<file path="src/rwt_pkg.sv">
// Shared types, codes and helpers for the retransmit window table.
// Used by rwt_cell, retransmit_window_table and its checker.
package rwt_pkg;

	localparam int DepthDefault = 16;

	localparam logic [1:0] CMD_PUSH = 2'd0;
	localparam logic [1:0] CMD_ACK  = 2'd1;
	localparam logic [1:0] CMD_SCAN = 2'd2;

	localparam logic [2:0] KIND_PUSHED   = 3'd0;
	localparam logic [2:0] KIND_OVERFLOW = 3'd1;
	localparam logic [2:0] KIND_DUP      = 3'd2;
	localparam logic [2:0] KIND_ACKED    = 3'd3;
	localparam logic [2:0] KIND_RESEND   = 3'd4;
	localparam logic [2:0] KIND_GAVEUP   = 3'd5;
	localparam logic [2:0] KIND_DONE     = 3'd6;

	localparam logic [1:0] REG_CAPACITY = 2'd0;
	localparam logic [1:0] REG_TIMEOUT  = 2'd1;
	localparam logic [1:0] REG_MAXTRIES = 2'd2;
	localparam logic [1:0] REG_ENABLE   = 2'd3;

	localparam logic [4:0]  CapacityReset = 5'd16;
	localparam logic [15:0] TimeoutReset  = 16'd400;
	localparam logic [7:0]  MaxTriesReset = 8'd25;

	typedef struct packed {
		logic [15:0] seq;
		logic [15:0] handle;
		logic [15:0] length;
		logic [7:0]  tries;
		logic [31:0] sent;
	} entry_t;

	typedef struct packed {
		logic shift;
		logic keep;
		logic write;
	} cell_ctl_t;

	// True when number a is equal to or serially older than target.
	function automatic logic covered(input logic [15:0] a, input logic [15:0] target);
		logic [15:0] d;
		d = target - a;
		return ~d[15];
	endfunction

endpackage

</file>
<file path="src/rwt_cell.sv">
// One table slot of the retransmit window table chain.
// Depends on rwt_pkg for the entry and control types.
module rwt_cell (
	input  logic               clk,
	input  rwt_pkg::cell_ctl_t ctl,
	input  logic               app_sel,
	input  logic               wr_sel,
	input  rwt_pkg::entry_t    nbr,
	input  rwt_pkg::entry_t    head_new,
	input  rwt_pkg::entry_t    wdata,
	output rwt_pkg::entry_t    q
);

	rwt_pkg::entry_t ent_q;

	always_ff @(posedge clk) begin
		if (ctl.shift) begin
			ent_q <= (ctl.keep && app_sel) ? head_new : nbr;
		end else if (ctl.write && wr_sel) begin
			ent_q <= wdata;
		end
	end

	assign q = ent_q;

endmodule

</file>
<file path="src/retransmit_window_table.sv">
// Top level of the retransmit window table: sequencer and a chain of rwt_cell slots.
// Depends on rwt_pkg and rwt_cell.
//
// Channel  Direction  Handshake              Payload
// command  in         start && !busy         cmd, seq, buf_handle, buf_length, now_ms
// result   out        res_valid (one cycle)  kind, seq_res, buf_handle_res, buf_length_res,
//                                            tries, count, last
// config   in         cfg_valid && cfg_ready cfg_index, cfg_data
//
// The table head is examined one entry per cycle while the chain rotates by one slot.
// Push checks every live entry for a duplicate before writing; ack and scan walk the table,
// scan with about three more passes per give-up. An overflowing push or a no-op ends in idle.
// Reset clears occupancy and control; slot contents are undefined until pushed.
// Results cannot be stalled; busy stays high until the last result of a transaction.
module retransmit_window_table #(
	parameter int DEPTH = rwt_pkg::DepthDefault
) (
	input  logic        clk,
	input  logic        arst_n,
	input  logic        start,
	output logic        busy,
	input  logic [1:0]  cmd,
	input  logic [15:0] seq,
	input  logic [15:0] buf_handle,
	input  logic [15:0] buf_length,
	input  logic [31:0] now_ms,
	output logic        res_valid,
	output logic [2:0]  kind,
	output logic [15:0] seq_res,
	output logic [15:0] buf_handle_res,
	output logic [15:0] buf_length_res,
	output logic [7:0]  tries,
	output logic [4:0]  count,
	output logic        last,
	input  logic        cfg_valid,
	output logic        cfg_ready,
	input  logic [1:0]  cfg_index,
	input  logic [31:0] cfg_data
);

	localparam int CW   = $clog2(DEPTH + 1);
	localparam int NW   = $clog2(DEPTH + 2);
	localparam int CapW = (CW > 5) ? CW : 5;

	localparam logic [2:0] S_IDLE  = 3'd0;
	localparam logic [2:0] S_PUSH  = 3'd1;
	localparam logic [2:0] S_WALK  = 3'd2;
	localparam logic [2:0] S_ALIGN = 3'd3;
	localparam logic [2:0] S_GCNT  = 3'd4;
	localparam logic [2:0] S_GREM  = 3'd5;
	localparam logic [2:0] S_FIN   = 3'd6;

	logic [2:0]  state_q, nxt_q;
	logic [4:0]  capacity_q;
	logic [15:0] timeout_q;
	logic [7:0]  max_tries_q;
	logic        enable_q;

	logic [1:0]  cmd_q;
	logic [15:0] tgt_q, trig_q, h_q, len_q;
	logic [31:0] now_q;
	logic [CW-1:0] live_q, k_q, step_q, rot_q, m_q, before_q, removed_q, need_q;
	logic [NW-1:0] n_q;
	logic        dup_q;

	logic        res_valid_q, last_q;
	logic [2:0]  kind_q;
	logic [15:0] seq_res_q, h_res_q, len_res_q;
	logic [7:0]  tries_q;
	logic [4:0]  count_q;

	rwt_pkg::entry_t   cell_q [DEPTH];
	rwt_pkg::entry_t   head, head_new, wdata;
	rwt_pkg::cell_ctl_t ctl;
	logic [DEPTH-1:0]  app_sel, wr_sel;
	logic              resend, timed_out, giveup, full, over_budget;
	logic [31:0]       elapsed;
	logic [CapW-1:0]   cap_x, cap_sat;

	assign head      = cell_q[0];
	assign elapsed   = now_q - head.sent;
	assign timed_out = elapsed > {16'd0, timeout_q};
	assign giveup    = head.tries >= max_tries_q;
	assign cap_x     = CapW'(capacity_q);
	assign cap_sat   = (cap_x > CapW'(DEPTH)) ? CapW'(DEPTH) : cap_x;
	assign full      = CapW'(live_q) >= cap_sat;
	assign over_budget = ((NW + 1)'(n_q) + (NW + 1)'(need_q)) > (NW + 1)'(DEPTH);
	assign wdata     = '{seq: tgt_q, handle: h_q, length: len_q, tries: 8'd0, sent: now_q};

	always_comb begin
		ctl    = '0;
		resend = 1'b0;
		unique case (state_q)
			S_PUSH: begin
				if (step_q != live_q) begin
					ctl.shift = 1'b1;
					ctl.keep  = 1'b1;
				end else begin
					ctl.write = ~dup_q;
				end
			end
			S_WALK: begin
				if (k_q != '0) begin
					if (cmd_q == rwt_pkg::CMD_ACK) begin
						ctl.shift = 1'b1;
						ctl.keep  = ~rwt_pkg::covered(head.seq, tgt_q);
					end else if (!timed_out) begin
						ctl.shift = 1'b1;
						ctl.keep  = 1'b1;
					end else if (!giveup && n_q < NW'(DEPTH)) begin
						ctl.shift = 1'b1;
						ctl.keep  = 1'b1;
						resend    = 1'b1;
					end
				end
			end
			S_ALIGN: begin
				ctl.shift = (rot_q != '0);
				ctl.keep  = 1'b1;
			end
			S_GCNT: begin
				ctl.shift = (step_q != live_q);
				ctl.keep  = 1'b1;
			end
			S_GREM: begin
				ctl.shift = (k_q != '0);
				ctl.keep  = ~rwt_pkg::covered(head.seq, trig_q);
			end
			default: begin
				ctl = '0;
			end
		endcase
	end

	always_comb begin
		head_new = head;
		if (resend) begin
			head_new.sent = now_q;
			if (head.tries != 8'hFF) begin
				head_new.tries = head.tries + 8'd1;
			end
		end
	end

	for (genvar j = 0; j < DEPTH; j++) begin : g_cell
		rwt_pkg::entry_t nbr;
		assign app_sel[j] = (live_q == CW'(j + 1));
		assign wr_sel[j]  = (live_q == CW'(j));
		if (j == DEPTH - 1) begin : g_tail
			assign nbr = head_new;
		end else begin : g_mid
			assign nbr = cell_q[j + 1];
		end
		rwt_cell u_cell (
			.clk      (clk),
			.ctl      (ctl),
			.app_sel  (app_sel[j]),
			.wr_sel   (wr_sel[j]),
			.nbr      (nbr),
			.head_new (head_new),
			.wdata    (wdata),
			.q        (cell_q[j])
		);
	end

	always_ff @(posedge clk or negedge arst_n) begin
		if (!arst_n) begin
			capacity_q  <= rwt_pkg::CapacityReset;
			timeout_q   <= rwt_pkg::TimeoutReset;
			max_tries_q <= rwt_pkg::MaxTriesReset;
			enable_q    <= 1'b1;
		end else if (cfg_valid) begin
			unique case (cfg_index)
				rwt_pkg::REG_CAPACITY: capacity_q  <= cfg_data[4:0];
				rwt_pkg::REG_TIMEOUT:  timeout_q   <= cfg_data[15:0];
				rwt_pkg::REG_MAXTRIES: max_tries_q <= cfg_data[7:0];
				rwt_pkg::REG_ENABLE:   enable_q    <= cfg_data[0];
				default:               enable_q    <= enable_q;
			endcase
		end
	end

	always_ff @(posedge clk) begin
		if (state_q == S_IDLE && start) begin
			cmd_q <= cmd;
			tgt_q <= seq;
			h_q   <= buf_handle;
			len_q <= buf_length;
			now_q <= now_ms;
		end
		if (state_q == S_WALK && k_q != '0 && cmd_q != rwt_pkg::CMD_ACK) begin
			trig_q <= head.seq;
		end
	end

	always_ff @(posedge clk or negedge arst_n) begin
		if (!arst_n) begin
			state_q     <= S_IDLE;
			nxt_q       <= S_IDLE;
			live_q      <= '0;
			k_q         <= '0;
			step_q      <= '0;
			rot_q       <= '0;
			m_q         <= '0;
			before_q    <= '0;
			removed_q   <= '0;
			need_q      <= '0;
			n_q         <= '0;
			dup_q       <= 1'b0;
			res_valid_q <= 1'b0;
			last_q      <= 1'b0;
			kind_q      <= '0;
			seq_res_q   <= '0;
			h_res_q     <= '0;
			len_res_q   <= '0;
			tries_q     <= '0;
			count_q     <= '0;
		end else begin
			res_valid_q <= 1'b0;
			unique case (state_q)
				S_IDLE: begin
					if (start) begin
						removed_q <= '0;
						n_q       <= '0;
						k_q       <= live_q;
						if (cmd == rwt_pkg::CMD_PUSH && full) begin
							res_valid_q <= 1'b1;
							kind_q      <= rwt_pkg::KIND_OVERFLOW;
							seq_res_q   <= seq;
							h_res_q     <= buf_handle;
							len_res_q   <= buf_length;
							tries_q     <= '0;
							count_q     <= '0;
							last_q      <= 1'b1;
						end else if (cmd == rwt_pkg::CMD_PUSH) begin
							state_q <= S_PUSH;
							step_q  <= '0;
							dup_q   <= 1'b0;
						end else if (cmd == rwt_pkg::CMD_ACK ||
							(cmd == rwt_pkg::CMD_SCAN && enable_q)) begin
							state_q <= S_WALK;
						end else begin
							res_valid_q <= 1'b1;
							kind_q      <= rwt_pkg::KIND_DONE;
							seq_res_q   <= '0;
							h_res_q     <= '0;
							len_res_q   <= '0;
							tries_q     <= '0;
							count_q     <= '0;
							last_q      <= 1'b1;
						end
					end
				end
				S_PUSH: begin
					if (step_q == live_q) begin
						res_valid_q <= 1'b1;
						kind_q      <= dup_q ? rwt_pkg::KIND_DUP : rwt_pkg::KIND_PUSHED;
						seq_res_q   <= tgt_q;
						h_res_q     <= h_q;
						len_res_q   <= len_q;
						tries_q     <= '0;
						count_q     <= '0;
						last_q      <= 1'b1;
						if (!dup_q) begin
							live_q <= live_q + CW'(1);
						end
						state_q <= S_IDLE;
					end else begin
						dup_q  <= dup_q | (head.seq == tgt_q);
						step_q <= step_q + CW'(1);
					end
				end
				S_WALK: begin
					if (k_q == '0) begin
						state_q <= S_FIN;
					end else if (cmd_q == rwt_pkg::CMD_ACK) begin
						k_q <= k_q - CW'(1);
						if (rwt_pkg::covered(head.seq, tgt_q)) begin
							res_valid_q <= 1'b1;
							kind_q      <= rwt_pkg::KIND_ACKED;
							seq_res_q   <= head.seq;
							h_res_q     <= head.handle;
							len_res_q   <= head.length;
							tries_q     <= head.tries;
							count_q     <= '0;
							last_q      <= 1'b0;
							removed_q   <= removed_q + CW'(1);
							live_q      <= live_q - CW'(1);
						end
					end else if (!timed_out) begin
						k_q <= k_q - CW'(1);
					end else if (giveup) begin
						m_q     <= live_q - k_q;
						rot_q   <= k_q;
						nxt_q   <= S_GCNT;
						state_q <= S_ALIGN;
					end else if (n_q >= NW'(DEPTH)) begin
						rot_q   <= k_q;
						nxt_q   <= S_FIN;
						state_q <= S_ALIGN;
					end else begin
						res_valid_q <= 1'b1;
						kind_q      <= rwt_pkg::KIND_RESEND;
						seq_res_q   <= head.seq;
						h_res_q     <= head.handle;
						len_res_q   <= head.length;
						tries_q     <= head.tries;
						count_q     <= '0;
						last_q      <= 1'b0;
						n_q         <= n_q + NW'(1);
						k_q         <= k_q - CW'(1);
					end
				end
				S_ALIGN: begin
					if (rot_q == '0) begin
						state_q <= nxt_q;
						step_q  <= '0;
						need_q  <= '0;
						k_q     <= live_q - m_q;
					end else begin
						rot_q <= rot_q - CW'(1);
					end
				end
				S_GCNT: begin
					if (step_q == live_q) begin
						if (over_budget) begin
							state_q <= S_FIN;
						end else begin
							state_q  <= S_GREM;
							step_q   <= '0;
							before_q <= '0;
							k_q      <= live_q;
						end
					end else begin
						if (rwt_pkg::covered(head.seq, trig_q)) begin
							need_q <= need_q + CW'(1);
						end
						step_q <= step_q + CW'(1);
					end
				end
				S_GREM: begin
					if (k_q == '0) begin
						m_q     <= m_q - before_q;
						rot_q   <= m_q - before_q;
						nxt_q   <= S_WALK;
						state_q <= S_ALIGN;
					end else begin
						if (rwt_pkg::covered(head.seq, trig_q)) begin
							res_valid_q <= 1'b1;
							kind_q      <= (step_q == m_q) ? rwt_pkg::KIND_GAVEUP
								: rwt_pkg::KIND_ACKED;
							seq_res_q   <= head.seq;
							h_res_q     <= head.handle;
							len_res_q   <= head.length;
							tries_q     <= head.tries;
							count_q     <= '0;
							last_q      <= 1'b0;
							removed_q   <= removed_q + CW'(1);
							live_q      <= live_q - CW'(1);
							n_q         <= n_q + NW'(1);
							if (step_q < m_q) begin
								before_q <= before_q + CW'(1);
							end
						end
						step_q <= step_q + CW'(1);
						k_q    <= k_q - CW'(1);
					end
				end
				S_FIN: begin
					res_valid_q <= 1'b1;
					kind_q      <= rwt_pkg::KIND_DONE;
					seq_res_q   <= '0;
					h_res_q     <= '0;
					len_res_q   <= '0;
					tries_q     <= '0;
					count_q     <= 5'(removed_q);
					last_q      <= 1'b1;
					state_q     <= S_IDLE;
				end
				default: begin
					state_q <= S_IDLE;
				end
			endcase
		end
	end

	assign busy           = (state_q != S_IDLE);
	assign cfg_ready      = 1'b1;
	assign res_valid      = res_valid_q;
	assign kind           = kind_q;
	assign seq_res        = seq_res_q;
	assign buf_handle_res = h_res_q;
	assign buf_length_res = len_res_q;
	assign tries          = tries_q;
	assign count          = count_q;
	assign last           = last_q;

endmodule

</file>
<file path="config.mk">
export PLATFORM = sky130hd
export DESIGN_NAME = retransmit_window_table
export DESIGN_NICKNAME = d
export VERILOG_FILES = /design/src/rwt_pkg.sv /design/src/rwt_cell.sv /design/src/retransmit_window_table.sv
export SDC_FILE = /design/constraint.sdc
export NUM_CORES = 2
export LEC_CHECK = 0
export BUFFER_PORTS_ARGS = -buffer_cell sky130_fd_sc_hd__buf_2
export CAP_MARGIN = 20
export CORE_MARGIN = 2
export CORE_UTILIZATION = 50
export DETAILED_ROUTE_END_ITERATION = 6
export PLACE_DENSITY = 0.69
export SYNTH_ARGS = -nofsm -noshare
export SYNTH_HDL_FRONTEND = slang
export SYNTH_SLANG_ARGS = --single-unit
</file>
<file path="constraint.sdc">
create_clock -name clk -period 8.2 [get_ports clk]
set_clock_uncertainty 0.1 [all_clocks]
set_input_delay 0.41 -clock clk [delete_from_list [all_inputs] [get_ports clk]]
set_output_delay 0.41 -clock clk [all_outputs]
set_load 0.02 [all_outputs]
</file>
Yosys cells after proc, flatten, opt, wreduce, memory -nomap -nowiden --
Index checks and enable logic that the tools add are counted. Widths: inputs -> output; s select.
Word-level totals: latch bits 0, bits in writable memories 0, flip-flop bits (word level) 1654, input port bits 120, output and inout bits 68, memory bits (read-only) 0, word-level logic and storage cells 565, memories kept 0
Cells by class: $mul 0, magnitude comparators 8, reductions and logical operators 92, $add $sub $neg 17, equal/unequal tests 72, shift operators 0, div/mod/pow operators 0, multiplexer cells 264, bitwise logic cells 2
Operator list (count):
- $mux 88 | 47
- $mux 16 | 35
- $mux 5 | 69
- $pmux 16 s5 | 3
- $mux 8 | 14
- $mux 3 | 33
- $pmux 5 s5 | 3
- $pmux 5 s3 | 4
- $ne 2x2->1 const B | 24
- $eq 5x4->1 const B | 8
- $mux 40 | 1
- $pmux 8 s5 | 1
- $reduce_bool 2->1 | 20
- $logic_and 1x1->1 | 37
- $mux 1 | 37
- $gt 32x16->1 | 1
- $sub 16x16->16 | 2
- $sub 32x32->32 | 1
- $add 5x1->5 const B | 6
- $pmux 5 s2 | 3
- $reduce_bool 5->1 | 5
- $eq 5x3->1 const B | 4
- $ne 3x3->1 const B | 6
- $pmux 3 s6 | 1
- 50 further kinds | 90

Depth between registers and ports, before layout --
depth in word-level cells 11, depth in mapped cells 29, depth with buffers taken out 25

Modules after synthesis --
Synthesis repeated with hierarchy kept, for this count alone.
Unflattened totals: cell total of the unflattened synthesis 9782, area total of the unflattened synthesis 100891.8 um2
Modules (own cells, without submodules):
- rwt_cell | area each 5240.0 um2, seq. area each 2642.5 um2, cells an instance 501, times used 16
- retransmit_window_table | area each 17051.4 um2, seq. area each 6631.4 um2, cells an instance 1766, times used 1

Least setup slack after synthesis --
OpenSTA, ideal clock, no wires.
path kind register -> register, start register live_q[4], end register g_cell[10].u_cell.ent_q (netlist bit g_cell[10].u_cell.q[0]), enable pin, cell stages (with the launch flop) 9, data arrival time 8167 ps, data required time 7444 ps, period minus slack after synthesis 8923 ps, path slack -723 ps, library setup time 656 ps, path buffers 3, path through dfrtp_1 clkbuf_1 xor2_1 nor3_1 nand3_1 clkbuf_1 or4_1 clkbuf_1 o21ai_0
On the way: word-level cells in the longest chain between the ends 5, elaborated cells between the ends (all ways) 8, classes of those cells eq/ne (2); mux (4); reduce/logical (2)
RTL lines:
- from (decl) | RTL line retransmit_window_table.sv:62 | logic [CW-1:0] live_q, k_q, step_q, rot_q, m_q, before_q, removed_q, need_q;
- from (signal assigned) | RTL line retransmit_window_table.sv:265 | live_q <= live_q + CW'(1);
- from (signal assigned) | RTL line retransmit_window_table.sv:288 | live_q <= live_q - CW'(1);
- from (signal assigned) | RTL line retransmit_window_table.sv:359 | live_q <= live_q - CW'(1);
- branches (longest 4 deep; another with $ne 5x5->1)
- $reduce_bool 2->1 (no source line) (*)
- to (signal assigned) | RTL line rwt_cell.sv:18 | ent_q <= (ctl.keep && app_sel) ? head_new : nbr;
- to (signal assigned) | RTL line rwt_cell.sv:20 | ent_q <= wdata;
- to (decl) | RTL line rwt_cell.sv:14 | rwt_pkg::entry_t ent_q;
Mark *: on every way between the ends. A chain may end at the register's enable or synchronous reset.

Worst setup path in the final report --
start register now_q[0], end register g_cell[0].u_cell.ent_q (netlist bit g_cell[0].u_cell.q[84]), data pin
On the way: word-level cells in the longest chain between the ends 7
RTL lines:
- from (decl) | RTL line retransmit_window_table.sv:61 | logic [31:0] now_q;
- from (signal assigned) | RTL line retransmit_window_table.sv:189 | now_q <= now_ms;
- $sub 32x32->32 | RTL line retransmit_window_table.sv:81 | assign elapsed = now_q - head.sent;
- $gt 32x16->1 | RTL line retransmit_window_table.sv:82 | assign timed_out = elapsed > {16'd0, timeout_q};
- $mux 2 | RTL line retransmit_window_table.sv:107 | end else if (!timed_out) begin
- $mux 2 | RTL line retransmit_window_table.sv:104 | if (cmd_q == rwt_pkg::CMD_ACK) begin
- $mux 2 | RTL line retransmit_window_table.sv:103 | if (k_q != '0) begin
- $pmux 2 s5 | RTL line retransmit_window_table.sv:93 | unique case (state_q)
- $mux 88 | RTL line rwt_cell.sv:17 | if (ctl.shift) begin
- to (signal assigned) | RTL line rwt_cell.sv:18
- to (signal assigned) | RTL line rwt_cell.sv:20
- to (decl) | RTL line rwt_cell.sv:14
No other way between the ends.

==> flow_summary.yaml <==
placed_design:
  port_buffers: 170
  gp_congestion: 0.890
  dpl.hpwl_um: 143000
synthesis:
  synth_top_area_share_pct: 55.8
  syn_area_per_cell_um2: 10.6
  synth_edf_count: 1506
  ys.flop_type: "edfxtp_1"
  synth-async-reset-ratio_pct: 8.89
  synthCells: 7634
  syn_area_um2: 81100
  ys_seq_area_share_pct: 60.3
  netlist-cell-type-count: 91
  synthTopCellsByArea: "edfxtp_1 56%, nand2_1 8.0%, a31oi_1 5.2%"
  yosys.area.top_type: "edfxtp_1"
  ys_ff_latch: 1653
  yosysWarnings: 0
  synth_nets: 7886
min_path:
  min_path_cells: 2
  hold_path.class: "input port to register"
global_routing:
  antenna_found_initial: 4
  first_global_vias: 63014
  grt_usage_pct: 31.7
  grt_pass1_wl_um: 399000
  grt-ovfl-total: 0
  grt_max_degree: 118
clocking:
  clk_path_buf_depth: 3
  clockRootBuffer: "clkbuf_16"
  cts.sinks: 1653
  numCtsBuffers: 174
  htree_levels: 4
  cts_tree: "done"
  clkLatencyLatePin_ns: 0.85
  path_clk_slew_ns: 0.06
  cts_resized: 0
setup_path:
  cp_slowest_stage_delay_ns: 0.73
  crit_path_start_kind: "register"
  cp_slowest_cell: "a211oi_4"
  critical_path_buf_inv_count: 3
  crit_top_cell: "a21oi_1"
  cp.required_ns: 8.65
  worstSetupPathType: "register to register"
  critPathArrivalTime_ns: 7.57
  path_max_fanout: 25
  crit_path_end_kind: "register"
  crit_chain: "inv_1 > buf_4 > ha_1 > fa_1 > nor2b_1 > o2111ai_1 > a21oi_1 > nor2b_1 > o21bai_1 > a21oi_1 > xnor2_1 > ha_1 > a21o_1 > a21oi_1 > o211ai_1 > o22ai_1 > o211ai_1 > nor4_2 > and4_1 > nand2_2 > a211oi_4 > nor2_4 > buf_4 > a22o_1"
  cp_num_cells: 24
  cp_top_family: "compound AO/OA/AOI/OAI gates"
  worstRegToRegCells: 24
routing:
  antenna_left: 0
  viasPerCell: 6.83
  routed_wl_um: 268000
  dr.pass1.iters: 7
  drtIter0Drc: 10314
  vias: 66814
  wl_per_cell_um: 27.4
  drc: 4
sta:
  finalSetupTns_ns: 0
  final-setup-viol-count: 0
  slew_headroom_pct: 21.9
  max_freq_ghz: 0.140
  rsz0062_at_grt: "false"
  slew_viol_final: 0
  period_needed_ns: 7.12
  worstMarginPinSlew_ns: 1.17
  hold_viol: 0
  post-route-period-util_pct: 86.8
floorplanning:
  die_area_um2: 165000
  io_pins: 188
  die-width_um: 407
  start_util_pct: 50.4
  core_um2: 161000
  die_y_um: 407
  row_count: 147
status:
  status: "complete, but fails checks"
  violations: "DRC"
layout:
  drive_gt1_share_pct: 10.2
  syn2layout_area_growth_pct: 11.7
  final_cell_mix: "1,719 x nand2_1, 1,506 x edfxtp_1, 670 x a31oi_1"
  final_common_cell: "nand2_1"
  nets: 7731
job:
  max-cap-violations: 0
## worst reg2reg max path: stages (launching register included)
cell	delay, ns
edfxtp_1	0.37
inv_1	0.05
buf_4	0.19
ha_1	0.28
fa_1	0.44
nor2b_1	0.19
o2111ai_1	0.21
a21oi_1	0.38
nor2b_1	0.13
o21bai_1	0.15
a21oi_1	0.09
xnor2_1	0.17
ha_1	0.27
a21o_1	0.16
a21oi_1	0.16
o211ai_1	0.11
o22ai_1	0.22
o211ai_1	0.13
nor4_2	0.40
and4_1	0.62
nand2_2	0.22
a211oi_4	0.73
nor2_4	0.36
buf_4	0.42
a22o_1	0.27
## synthesized netlist by cell type (4+ instances only)
cell type and number:
nand2_1 1722, edfxtp_1 1506, a31oi_1 670, clkbuf_1 518, a221oi_1 465, nor3_1 436
a21oi_1 416, nor2_1 293, buf_2 234, o21ai_0 208, inv_1 177, dfrtp_1 139
ha_1 127, mux2i_1 62, a22o_1 59, buf_1 53, o22ai_1 47, a21o_1 44
mux2_2 36, a222oi_1 32, xnor2_1 32, xor2_1 31, nand3_1 27, nand4_1 27
and3_1 26, o21ai_1 19, a211oi_1 18, nor2b_1 18, and2_1 14, o21a_1 13
o2bb2ai_1 13, buf_4 11, nand2b_1 11, o211ai_1 9, o21bai_1 9, dfstp_2 8
nand3b_1 7, fa_1 5, o2111ai_1 5, or3_1 5, or2_2 4
## routing by layer
layer  wire [um]  GRT usage, %  vias to the layer above
li1            -             -                    28253
met1       99400          43.2                    32660
met2      119000          48.7                     5006
met3       34900          6.42                      893
met4       14100          15.0                        2
met5          61             0                        -
## state kept, by name, indices dropped and copies added, names as in the netlist, 8 cells and up
signal,flops
timeout_q,16
seq_res,16
tries,8
buf_length_res,16
len_q,16
now_q,32
trig_q,16
max_tries_q,8
buf_handle_res,16
h_q,16
g_cell.u_cell.q,1408
tgt_q,16
## worst paths after layout
path | slack, ns | startpoint | end
max | 1.08 | now_q[0] | g_cell[0].u_cell.q[84]
min | 0.18 | now_ms[8] | now_q[8]
max reg2reg | 1.08 | now_q[0] | g_cell[0].u_cell.q[84]
min reg2reg | 0.37 | kind[0] | kind[0]
max in group asynchronous | 6.25 | arst_n | buf_length_res[0]
min in group asynchronous | 0.19 | arst_n | need_q[1]
## cell type report
cell class,count,area [um2]
flip-flops and latches,1653,48900
repair buffers,485,4060
multi-input cells,4985,28600
clock buffers,212,4580
fillers,13442,70200
clock inverters,109,1020
inverters,180,677
well taps,2160,2700
diodes,3,7.51
## through the flow
stage / hold WS [ns] / util (%) / setup WS (ns) / cells / instance area (um2)
6_report: 0.178 / 56.3 / 1.08 / 9787 / 90500
5_1_grt: 0.169 / 56.3 / 0.787 / 9787 / 90500
4_1_cts: 0.130 / 56.3 / 1.21 / 9779 / 90500
3_5_place_dp: 0.364 / 52.1 / 1.27 / 9353 / 83800
3_3_place_gp: 0.356 / 52.1 / 1.37 / 9351 / 83800
2_1_floorplan: 0.0144 / - / -0.723 / 7634 / 81100
## timing repair
item | CTS | global route
hold buffers | 105 | 0
endpoints found under the hold margin | 233 | 0
setup endpoints to repair | 0 | 0
buffers inserted | 0 | 0
## logic make-up after synthesis
| group | share of synthesized area (%) |
|---|---|
| mux | 1.28 |
| other cells | 0.00463 |
| fa+ha+maj | 2.08 |
| compound gates | 17.3 |
| xor+xnor | 0.681 |
| simple gates | 13.3 |
| flops | 60.3 |
| buf+inv | 5.02 |
Power is not shown: default switching activity piles up to over one toggle a cycle in this logic, so the estimate is an artifact.
